$ cat src/rtl/ebal_pkg.sv
// ----------------------------------------------------------------------------
// Extent bitmap allocator package
// Transfer payload types, command and status codes, register indexes and the
// small control groups passed between the allocator's modules.
// ----------------------------------------------------------------------------
package ebal_pkg;

   // Width of a configuration register and of the write data port.
   localparam int CFG_W = 13;

   // Command codes carried in the request field cmd.
   localparam logic CMD_ALLOC = 1'b0;
   localparam logic CMD_FREE  = 1'b1;

   // Result status codes.
   localparam logic [2:0] ST_OK      = 3'd0;
   localparam logic [2:0] ST_NOSPACE = 3'd1;
   localparam logic [2:0] ST_OWNED   = 3'd2;
   localparam logic [2:0] ST_INVALID = 3'd3;
   localparam logic [2:0] ST_NOTSET  = 3'd4;

   // Configuration register indexes.
   localparam logic CSR_TOTAL = 1'b0;
   localparam logic CSR_PREF  = 1'b1;

   // One request transfer.
   typedef struct packed {
      logic        cmd;
      logic [15:0] owner_id;
      logic [11:0] extent_id;
   } req_type;

   // One result transfer.
   typedef struct packed {
      logic [2:0]  status;
      logic [11:0] extent_out;
      logic [12:0] stored_count;
   } rsp_type;

   // Enables of a memory with one read and one write port.
   typedef struct packed {
      logic rd_en;
      logic wr_en;
   } mem_ctrl_type;

   // Which edges of the current scan range fall into the word being checked.
   typedef struct packed {
      logic lo_en;
      logic hi_en;
   } scan_ctrl_type;

endpackage

$ cat src/rtl/ebal_bitmap.sv
// ----------------------------------------------------------------------------
// Used-bit map memory with free-bit finder
// Holds the used bits in words, one read and one write port with a registered
// read, and searches the read word for its lowest clear bit inside the range.
// ----------------------------------------------------------------------------
module ebal_bitmap #(
   parameter int WORDS  = 64,
   parameter int WAW    = 6,
   parameter int LOG_WB = 6
) (
   input  logic                      clock,
   input  ebal_pkg::mem_ctrl_type    ctrl,
   input  logic [WAW-1:0]            rd_addr,
   input  logic [WAW-1:0]            wr_addr,
   input  logic [(1 << LOG_WB)-1:0]  wr_data,
   output logic [(1 << LOG_WB)-1:0]  rd_data,
   input  ebal_pkg::scan_ctrl_type   scan,
   input  logic [LOG_WB-1:0]         lo_off,
   input  logic [LOG_WB-1:0]         hi_off,
   output logic                      found,
   output logic [LOG_WB-1:0]         pos
);
   import ebal_pkg::*;

   localparam int WB = 1 << LOG_WB;

   logic [WB-1:0] mem_ff [WORDS];
   logic [WB-1:0] rd_data_ff;
   logic [WB-1:0] masked;

   // Synchronous memory, read data registered.
   always_ff @(posedge clock) begin
      if (ctrl.wr_en) begin
         mem_ff[wr_addr] <= wr_data;
      end
      if (ctrl.rd_en) begin
         rd_data_ff <= mem_ff[rd_addr];
      end
   end

   assign rd_data = rd_data_ff;

   // Bits below the range start or above its last bit count as used.
   always_comb begin
      for (int j = 0; j < WB; j++) begin
         masked[j] = rd_data_ff[j]
                     | (scan.lo_en && (LOG_WB'(j) < lo_off))
                     | (scan.hi_en && (LOG_WB'(j) > hi_off));
      end
   end

   // Lowest clear bit of the masked word.
   always_comb begin
      found = 1'b0;
      pos   = '0;
      for (int j = WB - 1; j >= 0; j--) begin
         if (!masked[j]) begin
            found = 1'b1;
            pos   = LOG_WB'(j);
         end
      end
   end

endmodule

$ cat config.mk
export PLATFORM = sky130hd
export DESIGN_NAME = ebal_bitmap
export DESIGN_NICKNAME = d
export VERILOG_FILES = /design/src/rtl/ebal_pkg.sv /design/src/rtl/ebal_bitmap.sv
export SDC_FILE = /design/constraint.sdc
export NUM_CORES = 2
export LEC_CHECK = 0
export BUFFER_PORTS_ARGS = -buffer_cell sky130_fd_sc_hd__clkbuf_2
export CORE_ASPECT_RATIO = 1.75
export CORE_MARGIN = 3
export CORE_UTILIZATION = 50
export CTS_CLUSTER_SIZE = 30
export DETAILED_ROUTE_END_ITERATION = 10
export PLACE_DENSITY = 0.7
export SLEW_MARGIN = 5
export SYNTH_ARGS = -nofsm -noshare
export SYNTH_HDL_FRONTEND = slang
export SYNTH_SLANG_ARGS = --single-unit
export TNS_END_PERCENT = 30
$ cat constraint.sdc
create_clock -name clock -period 8.4 [get_ports clock]
set_clock_uncertainty 0.1 [all_clocks]
set_input_delay 1.68 -clock clock [delete_from_list [all_inputs] [get_ports clock]]
set_output_delay 1.68 -clock clock [all_outputs]
set_load 0.005 [all_outputs]
==> results.sh <==
export IMPL_cts_repair_resize_count=0
export IMPL_netlist_area_um2=160000
export IMPL_clock_fmax_mhz=134
export IMPL_cts_tree="yes"
export IMPL_via_per_inst=6.82
export IMPL_grt_use_met2=0.453
export IMPL_drc_errors=0
export IMPL_syn2layout_area_growth_pct=11.4
export IMPL_grt_busiest_layer="met2"
export IMPL_finalSetupViolCount=0
export IMPL_finalPower_w=0.0417
export IMPL_cp_arrival_ns=5.70
export IMPL_nNetsFinal=6800
export IMPL_ctsHoldBuffers=0
export IMPL_grt_overflow=0
export IMPL_clk_latency_ns=0.94
export IMPL_cts_root_buf="clkbuf_16"
export IMPL_min_period_ns=7.48
export IMPL_core_um2=317000
export IMPL_cts_max_path_buffers=4
export IMPL_clockPowerShare=0.391
export IMPL_cts_htree_levels=5
export IMPL_worstSetupPathType="input port to output port"
export IMPL_async_reset_ff_frac=0
export IMPL_numCtsBuffers=356
export IMPL_maxSlewHeadroom=0.0621
export IMPL_netlist_instances=6354
export IMPL_dpl_hpwl_um=235000
export IMPL_met1_usage=0.354
export IMPL_chipWidth_um=433
export IMPL_grt_max_degree=115
export IMPL_synth_seq_cells=4160
export IMPL_antenna_left=0
export IMPL_pwr_share_seq=0.557
export IMPL_synth_edf_count=4160
export IMPL_cp_end_kind="output port"
export IMPL_crit_path_start_kind="input port"
export IMPL_dieArea_um2=326000
export IMPL_synth_seq_area_share=0.782
export IMPL_ys_flop_type="edfxtp_1"
export IMPL_final_setup_tns_ns=0
export IMPL_critPathRequiredTime_ns=6.62
export IMPL_grt_pass1_vias=76360
export IMPL_status="complete, no violations"
export IMPL_clk_pin_slew_worst_paths_ns=0.07
export IMPL_wl_um=450000
export IMPL_drive_gt1_frac=0.323
export IMPL_post_cts_buffers=0
export IMPL_fin_crit_sh=0.891
export IMPL_vias=75868
export IMPL_antenna_found_initial=54
export IMPL_drt_iter0_drc=11170
export IMPL_leakage_nw=54.3
export IMPL_avgSynthCellArea_um2=25.1
export IMPL_cts_sinks=4160
export IMPL_critPathMaxFanout=28
export IMPL_cellPowerDensity_nw_per_um2=234
export IMPL_rows=273
export IMPL_rr_worst_depth=3
export IMPL_p_int_w=0.0329
export IMPL_synth_nets=6447
export IMPL_firstDrtPassIters=5
export IMPL_yosysUniqueCellTypes=70
export IMPL_switchingPower_w=0.00879
export IMPL_yosysWarnings=0
export IMPL_hp_class="flop to flop"
export IMPL_worst_slew_pin_slew_ns=1.41
export IMPL_power_share_switching=0.211
export IMPL_place_congestion=0.861
export IMPL_initial_core_util=0.504
export IMPL_final_max_slew_viol_count=0
export IMPL_grt_use_met3=0.0772
export IMPL_grt_pass1_wl_um=622000
export IMPL_combPwrFrac=0.052
export IMPL_grt_use_total=0.278
export IMPL_wire_per_inst_um=40.5
export IMPL_die_h_um=754
export IMPL_peakVddDrop_uv=198
export IMPL_rsz0062_at_grt="no"
export IMPL_min_path_cells=3
export IMPL_portBuffers=163
export IMPL_hold_viol_final=0
export IMPL_ioPinCount=164
export IMPL_drv_cap=0
## synthesized netlist by cell type (5+ instances only)
cell      instances  area (um2)
buf_2            97         485
nor2_1           98         368
nand3b_1          6        45.0
nand2_1          45         169
buf_1            33         124
mux4_2         1344       30300
nor2b_1          16         100
inv_1             9        33.8
o211a_1           5        50.1
nor3_1           18        90.1
a221oi_1          8        70.1
clkbuf_1        194         728
or2_2             7        43.8
a31oi_1          13        81.3
o21ai_0          40         200
nand4_1           8        50.1
o21a_1           15         113
a211oi_1         13        97.6
edfxtp_1       4160      125000
a21boi_0          7        52.6
nand3_1          19        95.1
a221o_1           5        50.1
buf_4            26         195
and2_1            7        43.8
o211ai_1         10        75.1
nand2b_1         13        81.3
or3_1             7        43.8
a21oi_1          33         165
a311oi_1          7        61.3
a211o_1           8        70.1
## layout make-up
| type | instances | area, um2 |
|---|---|---|
| tap | 4125 | 5160 |
| multi-input combinational | 1832 | 33600 |
| sequential | 4160 | 125000 |
| fill | 22327 | 139000 |
| inverter | 9 | 33.8 |
| clock buffer | 421 | 9220 |
| antenna | 26 | 65.1 |
| clock inverter | 205 | 2000 |
| timing repair buffer | 348 | 2790 |
## sequential cells by signal (all words and copies together), names as in the netlist
register / cells
rd_data: 64
mem_ff: 4096
## per-layer routing
metal | share of wire | routed length [um] | vias to the layer above
met2 | 0.50 | 226000 | 5044
met1 | 0.33 | 150000 | 41255
met5 | 0.00047 | 211 | -
met3 | 0.12 | 53000 | 943
li1 | - | - | 28594
met4 | 0.047 | 21100 | 32
## path summary, 6_finish.rpt
kind                                     start     endpoint  slack, ns
worst max-delay path                 hi_off[5]       pos[3]       0.92
worst min-delay path            mem_ff[61][60]  rd_data[60]       0.95
worst max register to register  mem_ff[11][19]  rd_data[19]       5.95
worst min register to register  mem_ff[61][60]  rd_data[60]       0.95
## power groups by stage
| stage | sequential, W | combinational (W) | clock (W) |
|---|---|---|---|
| after floorplan | 0.0235 | 0.00126 | 0 |
| after global routing | 0.0232 | 0.00228 | 0.0172 |
| final | 0.0232 | 0.00216 | 0.0163 |
| after CTS | 0.0232 | 0.00217 | 0.0165 |
| after detailed placement | 0.0237 | 0.00217 | 0 |
| after global placement | 0.0236 | 0.00212 | 0 |
## critical path, stage by stage
cell	delay, ns
clkbuf_2	0.45
nor2b_1	0.99
o21ai_0	0.34
a21oi_1	0.27
o31a_1	0.17
and2_1	0.17
nor4b_1	0.76
o21ai_0	0.38
a31o_2	0.35
clkbuf_2	0.11
## kinds of logic (layout without fill, tap and decap cells)
family | Yosys count | count (layout) | synth area share
AOI/OAI and AO/OA | 215 | 215 | 0.00961
buffers and inverters | 362 | 983 | 0.0100
DFF | 4160 | 4160 | 0.782
muxes | 1344 | 1344 | 0.190
other | 0 | 26 | 0
and+or+nand+nor | 273 | 273 | 0.00858
## cells in the final DEF, fill, tap and decap left out, drive strengths merged, types with 33 or more instances in the layout
cell type / synthesis / routed
nor2: 98 / 98
clkinv: 0 / 146
a21oi: 33 / 33
nand2: 45 / 45
mux4: 1344 / 1344
edfxtp: 4160 / 4160
o21ai: 40 / 40
buf: 159 / 191
bufinv: 0 / 35
clkbuf: 194 / 578
## through the flow
step	cells	cell area, um2	util	hold slack, ns	setup WS, ns
finish	11126	178000	0.561	0.954	0.917
global route	11104	178000	0.561	1.00	0.807
CTS	11100	178000	0.561	0.974	1.10
global placement	10474	167000	0.525	0.943	1.15
floorplan	6354	160000	-	0.926	1.02
detailed placement	10474	167000	0.525	0.958	1.10
Note: power is estimated with default switching activity, not from simulation.
